==> src/rtl/assert_macros.svh <==
// assertion helpers for the rtl files, included by radar_measurement_jacobian_core
// every check is clocked on clk_i and held off while rst_ni is low
`ifndef ASSERT_MACROS_SVH
`define ASSERT_MACROS_SVH

// plain property check
`define RMJ_ASSERT(lbl, prop, msg) \
  lbl: assert property (@(posedge clk_i) disable iff (!rst_ni) (prop)) else $error(msg);

// implication check: when ante holds, cons must hold in the same cycle
`define RMJ_ASSERT_IMP(lbl, ante, cons, msg) \
  lbl: assert property (@(posedge clk_i) disable iff (!rst_ni) (ante) |-> (cons)) \
    else $error(msg);

`endif

==> src/rtl/rmj_pkg.sv <==
// ----------------------------------------------------------------------------
// rmj_pkg
// shared types and constants of the radar measurement jacobian core
// ----------------------------------------------------------------------------
package rmj_pkg;

  // configuration register
  localparam int unsigned CfgW = 32;
  localparam logic [CfgW-1:0] MinRangeSqRst = 32'd7;

  // one quotient lane for each jacobian entry
  localparam int unsigned NumLanes = 6;
  localparam int unsigned LaneRngX = 0;
  localparam int unsigned LaneRngY = 1;
  localparam int unsigned LaneBrgX = 2;
  localparam int unsigned LaneBrgY = 3;
  localparam int unsigned LaneRteX = 4;
  localparam int unsigned LaneRteY = 5;

  // control travelling with each request down the cell chains
  typedef struct packed {
    logic                vld;
    logic                tc;
    logic [NumLanes-1:0] neg;
    logic [NumLanes-1:0] ovf;
  } ctl_t;

endpackage

==> src/rtl/rmj_sqrt_cell.sv <==
// ----------------------------------------------------------------------------
// rmj_sqrt_cell
// one root bit of the integer square root of r^2, carries the state along
// ----------------------------------------------------------------------------
module rmj_sqrt_cell #(
  parameter int unsigned DW  = 32,
  parameter int unsigned BIT = 0
) (
  input  logic                clk_i,
  input  logic                rst_ni,
  input  rmj_pkg::ctl_t       ctl_i,
  input  logic [2*DW-1:0]     rem_i,
  input  logic [DW-1:0]       root_i,
  input  logic [2*DW-1:0]     sq_i,
  input  logic [DW-1:0]       xm_i,
  input  logic [DW-1:0]       ym_i,
  input  logic [2*DW-1:0]     cm_i,
  output rmj_pkg::ctl_t       ctl_o,
  output logic [2*DW-1:0]     rem_o,
  output logic [DW-1:0]       root_o,
  output logic [2*DW-1:0]     sq_o,
  output logic [DW-1:0]       xm_o,
  output logic [DW-1:0]       ym_o,
  output logic [2*DW-1:0]     cm_o
);

  localparam int unsigned TW = 2 * DW + 1;

  logic [TW-1:0]     trial;
  logic [TW-1:0]     rem_ext;
  logic              hit;
  logic [2*DW-1:0]   rem_d;
  logic [DW-1:0]     root_d;
  rmj_pkg::ctl_t     ctl_q;
  logic [2*DW-1:0]   rem_q;
  logic [DW-1:0]     root_q;
  logic [2*DW-1:0]   sq_q;
  logic [DW-1:0]     xm_q;
  logic [DW-1:0]     ym_q;
  logic [2*DW-1:0]   cm_q;

  // (root + 2^b)^2 - root^2 = root * 2^(b+1) + 2^(2b)
  assign trial   = (TW'(root_i) << (BIT + 1)) | (TW'(1) << (2 * BIT));
  assign rem_ext = TW'(rem_i);
  assign hit     = rem_ext >= trial;
  assign rem_d   = hit ? (2*DW)'(rem_ext - trial) : rem_i;
  assign root_d  = hit ? (root_i | (DW'(1) << BIT)) : root_i;

  // control
  always_ff @(posedge clk_i or negedge rst_ni) begin
    if (!rst_ni) begin
      ctl_q <= '0;
    end else begin
      ctl_q <= ctl_i;
    end
  end

  // payload
  always_ff @(posedge clk_i) begin
    rem_q  <= rem_d;
    root_q <= root_d;
    sq_q   <= sq_i;
    xm_q   <= xm_i;
    ym_q   <= ym_i;
    cm_q   <= cm_i;
  end

  assign ctl_o  = ctl_q;
  assign rem_o  = rem_q;
  assign root_o = root_q;
  assign sq_o   = sq_q;
  assign xm_o   = xm_q;
  assign ym_o   = ym_q;
  assign cm_o   = cm_q;

endmodule

==> config.mk <==
export PLATFORM = sky130hd
export DESIGN_NAME = rmj_sqrt_cell
export DESIGN_NICKNAME = d
export VERILOG_FILES = /design/src/rtl/assert_macros.svh /design/src/rtl/rmj_pkg.sv /design/src/rtl/rmj_sqrt_cell.sv
export SDC_FILE = /design/constraint.sdc
export NUM_CORES = 1
export LEC_CHECK = 0
export BUFFER_PORTS_ARGS = -buffer_cell sky130_fd_sc_hd__buf_2
export CAP_MARGIN = 10
export CORE_AREA = 2 2 233 235
export CTS_CLUSTER_SIZE = 40
export DETAILED_ROUTE_END_ITERATION = 12
export DIE_AREA = 0 0 235 237
export PLACE_DENSITY = 0.45
export SYNTH_ARGS = -nofsm -noshare
export SYNTH_HDL_FRONTEND = slang
export SYNTH_SLANG_ARGS = --single-unit
==> constraint.sdc <==
create_clock -name clk_i -period 1 [get_ports clk_i]
set_clock_uncertainty 0.1 [all_clocks]
set_input_delay 0.1 -clock clk_i [delete_from_list [all_inputs] [get_ports clk_i]]
set_output_delay 0.1 -clock clk_i [all_outputs]
set_load 0.02 [all_outputs]
After elaboration in Yosys (flattened, before gate mapping)
Cells that the tools add are included.
{"block": "word_totals", "reg_bits": 302, "in_bits": 304, "elab_cells": 14}
{"block": "classes", "n_mux": 1, "addsub": 1, "n_lt_le_gt_ge": 1}
{"op": "$ge A64 B33 Y1", "n": 1}
{"op": "$mux W64", "n": 1}
{"op": "$sub A64 B33 Y64", "n": 1}

Longest topological paths before layout
{"block": "depth", "depth_word": 2, "mapped_depth": 13, "depth_no_buf": 11}

Worst setup path before layout
No wires, ideal clock.
{"block": "synth_timing", "path_kind": "input -> register", "from": "input port root_i[18]", "to": "register rem_q[32] (netlist: rem_o[32])", "stages": 11, "path_slack_ns": -1.547, "setup_ns": 0.116, "t_arrival_ns": 2.331, "t_required_ns": 0.784, "path_cell_list": "inv_1 -> ha_1 -> buf_2 -> nand4_2 -> or4_1 -> o221ai_2 -> o21ai_2 -> and2_4 -> buf_6 -> or4_1 -> o211a_1"}
{"block": "synth_between", "elab_chain_len": 2, "elab_cells_between_ends": 3, "classes_between": "add/sub: 1; order compare: 1; mux: 1"}
{"item": "start: declaration", "line_no": "rmj_sqrt_cell.sv:13", "source": "input logic [DW-1:0] root_i,"}
{"item": "$sub A64 B33 Y64 / $ge A64 B33 Y1 (equally long branches)", "line_no": "rmj_sqrt_cell.sv:46, rmj_sqrt_cell.sv:45"}
{"item": "$mux W64 *", "line_no": "rmj_sqrt_cell.sv:46", "source": "assign rem_d = hit ? (2*DW)'(rem_ext - trial) : rem_i;"}
{"item": "via rem_d[32]", "line_no": "rmj_sqrt_cell.sv:32", "source": "logic [2*DW-1:0] rem_d;"}
{"item": "end signal: assignment", "line_no": "rmj_sqrt_cell.sv:60", "source": "rem_q <= rem_d;"}
{"item": "end: declaration", "line_no": "rmj_sqrt_cell.sv:35", "source": "logic [2*DW-1:0] rem_q;"}
Mark *: on every way through the listed nets, which the timed path passes. The rest lies on a longest branch.
A chain may end at the register's enable or synchronous reset.

Worst setup path after layout
{"block": "layout_timing", "from": "input port root_i[20]", "to": "register rem_q[53] (netlist: rem_o[53])"}
Same word-level chain as after synthesis.

==> impl_metrics.ini <==
[run_status]
status = finished, violations left
violations = negative hold slack, negative setup slack

[cts]
cts_sinks = 302
cts_buffer_depth = 3
cts.clk_slew.worst_paths_ns = 0.06
root_buffer = clkbuf_16
cts_tree = yes
numCtsBuffers = 36
htree_levels = 2

[pwr]
peakVddDrop_uv = 1113
power.share.combinational_pct = 22.6
total_power_mw = 35.59
switching_power_mw = 9.825
sequentialPowerShare_pct = 38.2
leakagePower_nw = 10.20
power_frac_clock_pct = 39.2
cellPowerDensity_nw_per_um2 = 1552
p_sw_share_pct = 27.61
internal_power_mw = 25.76

[global_route]
grt.total_usage_pct = 17.82
grt-ovfl-total = 0
antenna_found_initial = 7
grt_pass1_wl_um = 74470
grt_pass1_vias = 11660
grt_max_degree = 15

[place]
port_buffers = 605
hpwl_um = 36670
place_congestion = 0.8424
place_inst = 2303
dp_slack_ns = -1.917

[cells_and_area]
instances_no_fill = 2705
drive_above_1_share_pct = 68.11
area_delta_synth_final_pct = 146.8
fill_cells = 4931
finalNetCount = 2318
seq_area_sq_um = 6480
multi_input_area_sq_um = 4096

[drt]
drcViolationCount = 0
drt_iter0_drc = 331
vias = 10830
routedWlPerCell_um = 19.25
wirelength_um = 52070
antenna_left = 0
first_pass_iters = 6
viasPerCell = 4.003

[worst_setup_path]
start_kind = input port
crit_type = input port to flip-flop
crit_arrival_ns = 2.53
endpoint_kind = flip-flop
required_ns = 1.38
critPathMaxFanout = 5

[logic_synthesis]
ys_warn_count = 0
avgSynthCellArea_sq_um = 11.32
yosysTopAreaCell = dfxtp_1
async_flop_share_pct = 4.636
yosysSeqAreaShare_pct = 65.81
synthesis.area_sq_um = 9293
ys.flop_type = dfxtp_1
synth-edff-count = 0
yosysUniqueCellTypes = 51
synth_seq_cells = 302
synth_top_area_share_pct = 62.04
syn_nets = 1159
syn_inst = 821
synth_area_leaders = dfxtp_1 62%, ha_1 4.4%, dfrtp_1 3.8%, a21oi_1 3.5%, xor2_1 3.0%

[flow_run]
maxCapViolCount = 0

[sta]
min_period_ns = 2.145
whs_ns = -0.2705
finalHoldViolations = 3
rsz0062_at_grt = true
clock.fmax_mhz = 466.3
worst_slack_ns = -1.145
setup_violations = 367
tightestPinTransition_ns = 0.5326
relSlewSlack_pct = 64.17
slew_violations = 0
setup_tns_ns = -121.94
fin_crit_sh_pct = 214.5

[floorplanning]
die_w_um = 235
ioPinCount = 606
rows = 85
start_util_pct = 17.44
coreArea_sq_um = 53280
dieArea_sq_um = 55700
dieHeight_um = 237

[hold_path]
hold_path.class = input port to flip-flop
power by group through the flow:
stage	Combinational (mW)	Clock [mW]	Sequential (mW)
after floorplan	1.39	0	14.6
after global placement	5.50	0	13.5
after detailed placement	5.49	0	13.5
after CTS	7.80	14.4	13.6
after global routing	8.51	14.9	13.7
final	8.04	13.9	13.6
final cells by class:
cell class / count / area share [%]
Clock inverter: 20 / 1.195
Tap cell: 696 / 3.797
Clock buffer: 45 / 4.249
Inverter: 39 / 0.7146
Antenna cell: 2 / 0.02182
Sequential cell: 302 / 28.25
Multi-Input combinational cell: 463 / 17.86
Timing Repair Buffer: 1138 / 43.91
cell usage after synthesis (5+ instances only):
library cell	instances
or3_1	5
o31ai_1	5
clkbuf_1	10
xnor2_1	28
dfxtp_1	288
o21a_1	6
or2_2	5
ha_1	33
nor4_1	19
xor2_1	32
nor3_1	23
buf_2	6
o21ai_0	32
nor2_1	54
inv_1	39
nand4_1	14
a21o_1	11
a21oi_1	65
dfrtp_1	14
nand3_1	18
nand2_1	56
stage by stage:
step	area, sq um	utilization [%]
floorplan	9562	-
global route	22940	43.05
global placement	14840	27.86
detailed placement	14840	27.86
finish	22940	43.05
CTS	22290	41.84
cell families (layout without fill, tap and decap cells):
group,after synthesis,after routing,share of synthesized area [%]
other,0,2,0
buffers and inverters,57,1242,2.545
XOR/XNOR,60,60,5.655
AND/OR/NAND/NOR,218,219,11.61
flip-flops,302,302,65.81
adder cells (fa/ha/maj),34,34,4.659
AO/OA/AOI/OAI,150,150,9.721
state kept, by name (all words and copies together) (netlist names):
name,flops
root_o,32
ctl_o,14
ym_o,32
xm_o,32
sq_o,64
rem_o,64
cm_o,64
critical path: stages:
cell	delay [ns]
buf_2	0.10
inv_2	0.05
ha_4	0.25
nand4_1	0.20
buf_4	0.22
nor4_4	0.26
buf_4	0.17
nand4b_1	0.15
nand3_2	0.15
nor2_4	0.07
buf_6	0.12
a211o_4	0.36
nor3_4	0.18
xor2_1	0.16
path summary, 6_finish.rpt:
path,from,endpoint,slack (ns),depth (start not counted)
setup / recovery,root_i[20],rem_o[53],-1.14,14
hold / removal,rem_i[1],rem_o[1],-0.27,3
max in group asynchronous,rst_ni,ctl_o[11],0.09,3
min in group asynchronous,rst_ni,ctl_o[2],0.45,3
cell usage in the layout, fill, tap and decap left out, drive strengths merged, types with 6 or more instances in the layout:
cell / synthesis / final
a21o: 11 / 11
a21oi: 65 / 65
buf: 8 / 832
clkbuf: 10 / 46
clkinv: 0 / 9
dfrtp: 14 / 14
dfxtp: 288 / 288
dlygate4sd3: 0 / 305
ha: 33 / 33
inv: 39 / 42
nand2: 56 / 56
nand3: 18 / 18
nand4: 15 / 15
nor2: 54 / 54
nor3: 23 / 23
nor4: 20 / 20
o21a: 6 / 6
o21ai: 33 / 33
xnor2: 28 / 28
xor2: 32 / 32
per-layer routing:
metal	part of all wire, %	routed length (um)	GRT usage [%]
met3	7.3	3807	5.526
met1	38	19750	19.85
met4	4.4	2313	8.189
met2	50	26150	31.02
met5	0.11	55	0
what timing repair did:
action                                   CTS  global route
endpoints found under the setup margin   367           367
setup buffers                             15            12
hold buffers                             299             6
gates resized for setup                 1055           109
gates cloned                               7             1
pin swaps                                 35            42
hold endpoints to repair                 316            10
No activity file was read; power rests on OpenSTA's default activity.
