<file path="src/rtl/assert_macros.svh">
// assertion helpers for the rtl files, included by radar_measurement_jacobian_core
// every check is clocked on clk_i and held off while rst_ni is low
`ifndef ASSERT_MACROS_SVH
`define ASSERT_MACROS_SVH

// plain property check
`define RMJ_ASSERT(lbl, prop, msg) \
  lbl: assert property (@(posedge clk_i) disable iff (!rst_ni) (prop)) else $error(msg);

// implication check: when ante holds, cons must hold in the same cycle
`define RMJ_ASSERT_IMP(lbl, ante, cons, msg) \
  lbl: assert property (@(posedge clk_i) disable iff (!rst_ni) (ante) |-> (cons)) \
    else $error(msg);

`endif

</file>
<file path="src/rtl/rmj_pkg.sv">
// ----------------------------------------------------------------------------
// rmj_pkg
// shared types and constants of the radar measurement jacobian core
// ----------------------------------------------------------------------------
package rmj_pkg;

  // configuration register
  localparam int unsigned CfgW = 32;
  localparam logic [CfgW-1:0] MinRangeSqRst = 32'd7;

  // one quotient lane for each jacobian entry
  localparam int unsigned NumLanes = 6;
  localparam int unsigned LaneRngX = 0;
  localparam int unsigned LaneRngY = 1;
  localparam int unsigned LaneBrgX = 2;
  localparam int unsigned LaneBrgY = 3;
  localparam int unsigned LaneRteX = 4;
  localparam int unsigned LaneRteY = 5;

  // control travelling with each request down the cell chains
  typedef struct packed {
    logic                vld;
    logic                tc;
    logic [NumLanes-1:0] neg;
    logic [NumLanes-1:0] ovf;
  } ctl_t;

endpackage

</file>
<file path="src/rtl/rmj_div_cell.sv">
// ----------------------------------------------------------------------------
// rmj_div_cell
// one quotient bit of all six restoring divisions, carries the state along
// ----------------------------------------------------------------------------
module rmj_div_cell #(
  parameter int unsigned DW  = 32,
  parameter int unsigned FW  = 16,
  parameter int unsigned BIT = 0
) (
  input  logic                              clk_i,
  input  logic                              rst_ni,
  input  rmj_pkg::ctl_t                     ctl_i,
  input  logic [DW-1:0]                     rng_den_i,
  input  logic [2*DW-1:0]                   brg_den_i,
  input  logic [3*DW-1:0]                   rte_den_i,
  input  logic [1:0][DW+FW-1:0]             rng_rem_i,
  input  logic [1:0][DW+2*FW-1:0]           brg_rem_i,
  input  logic [1:0][3*DW+FW-1:0]           rte_rem_i,
  input  logic [rmj_pkg::NumLanes-1:0][DW-1:0] quo_i,
  output rmj_pkg::ctl_t                     ctl_o,
  output logic [DW-1:0]                     rng_den_o,
  output logic [2*DW-1:0]                   brg_den_o,
  output logic [3*DW-1:0]                   rte_den_o,
  output logic [1:0][DW+FW-1:0]             rng_rem_o,
  output logic [1:0][DW+2*FW-1:0]           brg_rem_o,
  output logic [1:0][3*DW+FW-1:0]           rte_rem_o,
  output logic [rmj_pkg::NumLanes-1:0][DW-1:0] quo_o
);

  localparam int unsigned NR = DW + FW;
  localparam int unsigned NB = DW + 2 * FW;
  localparam int unsigned NC = 3 * DW + FW;
  localparam int unsigned AR = (NR > DW + BIT) ? NR : DW + BIT;
  localparam int unsigned AB = (NB > 2 * DW + BIT) ? NB : 2 * DW + BIT;
  localparam int unsigned AC = (NC > 3 * DW + BIT) ? NC : 3 * DW + BIT;

  logic [rmj_pkg::NumLanes-1:0]         hit;
  logic [1:0][NR-1:0]                   rng_rem_d;
  logic [1:0][NB-1:0]                   brg_rem_d;
  logic [1:0][NC-1:0]                   rte_rem_d;
  logic [rmj_pkg::NumLanes-1:0][DW-1:0] quo_d;
  rmj_pkg::ctl_t                        ctl_q;
  logic [DW-1:0]                        rng_den_q;
  logic [2*DW-1:0]                      brg_den_q;
  logic [3*DW-1:0]                      rte_den_q;
  logic [1:0][NR-1:0]                   rng_rem_q;
  logic [1:0][NB-1:0]                   brg_rem_q;
  logic [1:0][NC-1:0]                   rte_rem_q;
  logic [rmj_pkg::NumLanes-1:0][DW-1:0] quo_q;

  // trial subtract of the shifted divisor in each lane
  for (genvar j = 0; j < 2; j++) begin : g_lane
    logic [AR-1:0] ra;
    logic [AR-1:0] rd;
    logic [AB-1:0] ba;
    logic [AB-1:0] bd;
    logic [AC-1:0] ca;
    logic [AC-1:0] cd;

    assign ra = AR'(rng_rem_i[j]);
    assign rd = AR'(rng_den_i) << BIT;
    assign ba = AB'(brg_rem_i[j]);
    assign bd = AB'(brg_den_i) << BIT;
    assign ca = AC'(rte_rem_i[j]);
    assign cd = AC'(rte_den_i) << BIT;

    assign hit[rmj_pkg::LaneRngX + j] = ra >= rd;
    assign hit[rmj_pkg::LaneBrgX + j] = ba >= bd;
    assign hit[rmj_pkg::LaneRteX + j] = ca >= cd;

    assign rng_rem_d[j] = hit[rmj_pkg::LaneRngX + j] ? NR'(ra - rd) : rng_rem_i[j];
    assign brg_rem_d[j] = hit[rmj_pkg::LaneBrgX + j] ? NB'(ba - bd) : brg_rem_i[j];
    assign rte_rem_d[j] = hit[rmj_pkg::LaneRteX + j] ? NC'(ca - cd) : rte_rem_i[j];
  end

  // quotient bit insert
  for (genvar k = 0; k < rmj_pkg::NumLanes; k++) begin : g_quo
    assign quo_d[k] = quo_i[k] | (DW'(hit[k]) << BIT);
  end

  // control
  always_ff @(posedge clk_i or negedge rst_ni) begin
    if (!rst_ni) begin
      ctl_q <= '0;
    end else begin
      ctl_q <= ctl_i;
    end
  end

  // payload
  always_ff @(posedge clk_i) begin
    rng_den_q <= rng_den_i;
    brg_den_q <= brg_den_i;
    rte_den_q <= rte_den_i;
    rng_rem_q <= rng_rem_d;
    brg_rem_q <= brg_rem_d;
    rte_rem_q <= rte_rem_d;
    quo_q     <= quo_d;
  end

  assign ctl_o     = ctl_q;
  assign rng_den_o = rng_den_q;
  assign brg_den_o = brg_den_q;
  assign rte_den_o = rte_den_q;
  assign rng_rem_o = rng_rem_q;
  assign brg_rem_o = brg_rem_q;
  assign rte_rem_o = rte_rem_q;
  assign quo_o     = quo_q;

endmodule

</file>
<file path="config.mk">
export PLATFORM = sky130hd
export DESIGN_NAME = rmj_div_cell
export DESIGN_NICKNAME = d
export VERILOG_FILES = /design/src/rtl/assert_macros.svh /design/src/rtl/rmj_pkg.sv /design/src/rtl/rmj_div_cell.sv
export SDC_FILE = /design/constraint.sdc
export NUM_CORES = 2
export LEC_CHECK = 0
export BUFFER_PORTS_ARGS = -buffer_cell sky130_fd_sc_hd__buf_4
export CELL_PAD_IN_SITES_DETAIL_PLACEMENT = 0
export CELL_PAD_IN_SITES_GLOBAL_PLACEMENT = 1
export CORE_AREA = 2 2 652 654
export DETAILED_ROUTE_END_ITERATION = 8
export DIE_AREA = 0 0 654 656
export GPL_ROUTABILITY_DRIVEN = 0
export MAX_ROUTING_LAYER = met4
export PLACE_DENSITY = 0.36
export SLEW_MARGIN = 25
export SYNTH_ARGS = -nofsm -noshare
export SYNTH_HDL_FRONTEND = slang
export SYNTH_SLANG_ARGS = --single-unit
</file>
<file path="constraint.sdc">
create_clock -name clk_i -period 0.8 [get_ports clk_i]
set_input_delay 0.04 -clock clk_i [delete_from_list [all_inputs] [get_ports clk_i]]
set_output_delay 0.04 -clock clk_i [all_outputs]
set_load 0.03 [all_outputs]
</file>
# [Word level (Yosys, flattened, before mapping)]
# Index checks and enable logic that the tools add are counted.
[classes] mux=6 n_bitwise=6 n_addsub=6 magnitude_cmp=6
[op_table] op="greater-or-equal comparator 112 x 96 -> 1 bit" n=2
[op_table] op="two-way mux 112 bit" n=2
[op_table] op="subtractor 112 x 96 -> 112 bit" n=2
[op_table] op="bitwise OR 32 x 1 -> 32 bit" n=6
[op_table] op="greater-or-equal comparator 64 bit" n=2
[op_table] op="two-way mux 64 bit" n=2
[op_table] op="subtractor 64 bit" n=2
[op_table] op="greater-or-equal comparator 48 x 32 -> 1 bit" n=2
[op_table] op="two-way mux 48 bit" n=2
[op_table] op="subtractor 48 x 32 -> 48 bit" n=2
[totals] wordCells=43 out_inout_bits=846 ff_bits=846

# [Logic depth before layout (Yosys ltp)]
[logic_depth] word_depth=2 mapped_depth=18

# [Worst setup path after synthesis]
# No wires, ideal clock.
[synth_path] path_kind="input to register" from="input rng_rem_i[0] (netlist name)" to="register rng_rem_q, in the netlist rng_rem_o[41]" arrival_time_ns=3.072 slack_ns=-2.390 cell_stages=15 required_time_ns=0.682 cell_sequence="inv_1 ha_1 fa_1 nand2b_1 a21boi_0 o21ai_0 a21oi_1 o21ai_0 o211ai_2 nor3_1 or4_1 a21oi_2 nand2_1 or3_1 xnor2_1"
[synth_lines] element="from (decl)" line_no="rmj_div_cell.sv:16" rtl="input logic [1:0][DW+FW-1:0] rng_rem_i,"
[synth_lines] element="to (signal assigned)" line_no="rmj_div_cell.sv:95" rtl="rng_rem_q <= rng_rem_d;"
[synth_lines] element="to (decl)" line_no="rmj_div_cell.sv:46" rtl="logic [1:0][NR-1:0] rng_rem_q;"

==> metrics.md <==
| Metric | Value |
|---|---|
| Count leader, synth | `dfxtp_1` |
| Avg Inst Size Synth | `8.19 um2` |
| Ys flop type | `dfxtp_1` |
| TritonCTS clock tree | `yes` |
| Synthesis-stage register bit count | `846` |
| Final hold vios | `roughly 370` |
| Core Footprint | `around 0.42 mm2` |
| Sw Ratio | `37.5%` |
| CP endpoint kind | `register` |
| Post-Syn Area | `0.0464 mm2` |
| Status | `finished with violations` |
| Slew Limit Fails | `0` |
| Period utilisation layout | `350%` |
| Num rows | `239` |
| Critical Path RT | `around 1.6 ns` |
| GR peak layer | `met2` |
| Violated checks | `hold timing, setup timing` |
| Synth top area share | `about 36%` |
| Vias | `roughly 63000` |
| Pre-CTS WS | `-4.41 ns` |
| Asr flop ratio synth | `1.65%` |
| Area after DPL | `0.0842 mm2` |
| Setup slack after layout | `-2.00 ns` |
| Post-Layout Cell Count | `around 17000` |
| Crit start category | `input pin` |
| Hold Path Class | `input pin to register` |
| Fill count | `46000` |
| GR Util met1 | `20.2%` |
| Net switching power figure | `0.0740 W` |
| Share of power burned in combinational logic | `43.5%` |
| VDD IR max | `~1.7 mV` |
| Area leader, netlist | `dfxtp_1` |
| Worst relative slew slack | `55.1%` |
| Share of layout cells above drive strength 1 | `51.9%` |
| DR WL/cell | `23.9 um` |
| DR DRC count | `0` |
| First-pass GRT wire length | `525 mm` |
| I/O pin total | `1694` |
| Detail Route Antenna Nets | `0` |
| Number of buffers created by CTS | `125` |
| Seq pwr share | `25.7%` |
| Port Buffer Count | `1693` |
| Initial DRC count | `2751` |
| Met2 GRT Util | `32.3%` |
| Bufs on Longest Clock Path | `4` |
| Clock Sinks | `846` |
| Final min period | `approximately 2.8 ns` |
| Ys Warns | `0` |
| Tightest Pin Transition | `0.667 ns` |
| Clock share of power | `30.8%` |
| Ranking of synthesized cells by instance count | `dfxtp_1 (832), nand2_1 (623), a21oi_1 (614)` |
| Deepest level of the CTS H-tree | `3` |
| Synth area leaders | `dfxtp_1 (36%), ha_1 (10%), a21oi_1 (6.6%)` |
| Synth unique cells | `97` |
| Pint | `~0.12 W` |
| Worst Path Class, Setup | `input pin to register` |
| Register area share after synthesis | `36.7%` |
| Synth Instances | `5659` |
| Pin count of the biggest net entering global routing | `between 60 and 70` |
| DP Cell Count | `~15000` |
| GR Layer Usage met3 | `2.60%` |
| Initial core utilization | `between 10% and 20%` |
| Die height | `between 600 and 700 um` |
| Fin Setup TNS | `-1323.73 ns` |
| Clk root buf | `clkbuf_16` |
| WL final | `397 mm` |
| Syn-to-layout area delta | `140%` |
| Number of flops mapped to enable cells by yosys | `0` |
| Die width | `654 um` |
| Die area | `around 0.43 mm2` |
| Power Density | `1770 mW/mm2` |
| # setup viols final | `1300` |
| Post-layout net count | `12000` |
| Gr usage total | `17.9%` |
| Maxcap violations | `0` |
| Hpwl dp | `331 mm` |
| Initial antenna violation count | `120` |
| Vias per std cell | `3.79` |
| Crit path arrival time | `3.57 ns` |
| Drt first pass iters | `5` |
| Hold_ws | `-0.780 ns` |
| Crit-path max FO | `4` |
| Total congestion overflow | `0` |
| Pleak | `49.8 nW` |
| Max Fclk | `between 300 and 400 MHz` |
| CTS clk-pin slew, worst paths | `0.07 ns` |
| Vias in the first global route | `65600` |
| Mapped Nets | `between 6000 and 7000` |
| Final instance area | `0.111 mm2` |
| RSZ-0062 raised after global routing | `true` |
[cells in the final DEF (no fill, tap or decap), types with 122 or more instances in the layout]
cell,synthesis,layout
ha_1,384,202
ha_4,0,168
clkbuf_16,0,150
nor2_1,380,294
a21o_1,213,212
a21oi_1,614,428
a21oi_2,1,145
o21ai_0,525,232
xnor2_1,243,221
buf_12,0,122
nand2_1,623,436
dlygate4sd3_1,0,1067
o21ai_1,18,153
inv_1,332,230
nand4_1,159,159
dfxtp_1,832,832
buf_6,1,160
xor2_1,175,162
buf_4,6,3772
[power by group through the flow]
stage	logic (W)	registers, W	clock network [W]
6_report	0.0859	0.0507	0.0607
5_1_grt	0.0908	0.0511	0.0647
4_1_cts	0.0817	0.0509	0.0635
3_5_place_dp	0.0724	0.0517	0
3_3_place_gp	0.0726	0.0519	0
2_1_floorplan	0.0201	0.0611	0
[worst paths after layout]
| kind | from | endpoint | cells past startpoint |
|---|---|---|---|
| max in group asynchronous | rst_ni | ctl_o[1] | 3 |
| hold / removal | rng_den_i[10] | rng_den_o[10] | 1 |
| setup / recovery | rng_rem_i[58] | rng_rem_o[95] | 16 |
| min in group asynchronous | rst_ni | ctl_o[2] | 3 |
[critical path: stages]
cell and delay [ns]:
buf_4 0.11, dlygate4sd3_1 0.63, ha_4 0.33, buf_4 0.11, a41oi_2 0.12, a21boi_2 0.17, o21a_1 0.17, o21ai_2 0.09
a41oi_4 0.32, buf_6 0.14, o211ai_1 0.07, buf_4 0.17, nand3_4 0.07, or4b_4 0.50, or3_4 0.38, xnor2_1 0.13
[repair_timing]
item                                   in CTS  in global routing
resized for setup                        1020                975
pin swaps                                 345                361
endpoints found under the hold margin     860                510
setup endpoints to repair                1300               1300
hold buffers                              974                186
setup buffers                             160                138
gates cloned                               37                 29
[state kept, by name (all words and copies together), names as in the netlist]
signal and count:
quo_o 192, rte_den_o 96, ctl_o 14, brg_rem_o 128, brg_den_o 64, rng_rem_o 96, rte_rem_o 224, rng_den_o 32
[stage by stage]
stage	hold slack (ns)	power, W	utilization [%]
6_report	-0.780	0.197	26.4
5_1_grt	-0.875	0.207	26.4
4_1_cts	-0.896	0.196	24.8
3_5_place_dp	-0.0800	0.124	19.9
3_3_place_gp	-0.0843	0.124	19.9
2_1_floorplan	-0.256	0.0812	-
[area by class of cell]
class / count / area, um2 / share of cell area (%)
flip-flops and latches: 846 / 17000 / 15.3
repair buffers: 5233 / 45600 / 41.0
well taps: 5663 / 7090 / 6.37
multi-input cells: 4245 / 35500 / 31.9
inverters: 332 / 1500 / 1.35
diodes: 64 / 160 / 0.144
clock inverters: 64 / 851 / 0.764
clock buffers: 160 / 3490 / 3.14
[kinds of logic (layout without fill, tap and decap cells)]
| family | after synthesis | in the layout | share of synthesized area (%) |
|---|---|---|---|
| and+or+nand+nor | 1642 | 1642 | 16.5 |
| muxes | 26 | 26 | 0.623 |
| AOI/OAI and AO/OA | 1769 | 1769 | 22.9 |
| adders and majority gates | 390 | 390 | 10.6 |
| buffers and inverters | 568 | 5789 | 4.78 |
| DFF | 846 | 846 | 36.7 |
| xor gates and xnor gates | 418 | 418 | 7.90 |
| other | 0 | 64 | 0 |
[per-layer routing]
metal,vias to the layer above,part of all wire [%]
li1,30400,-
met4,0,3.7
met1,30500,41
met5,-,0
met2,1650,51
met3,440,4.3
Power figures use the tool's default switching activity.
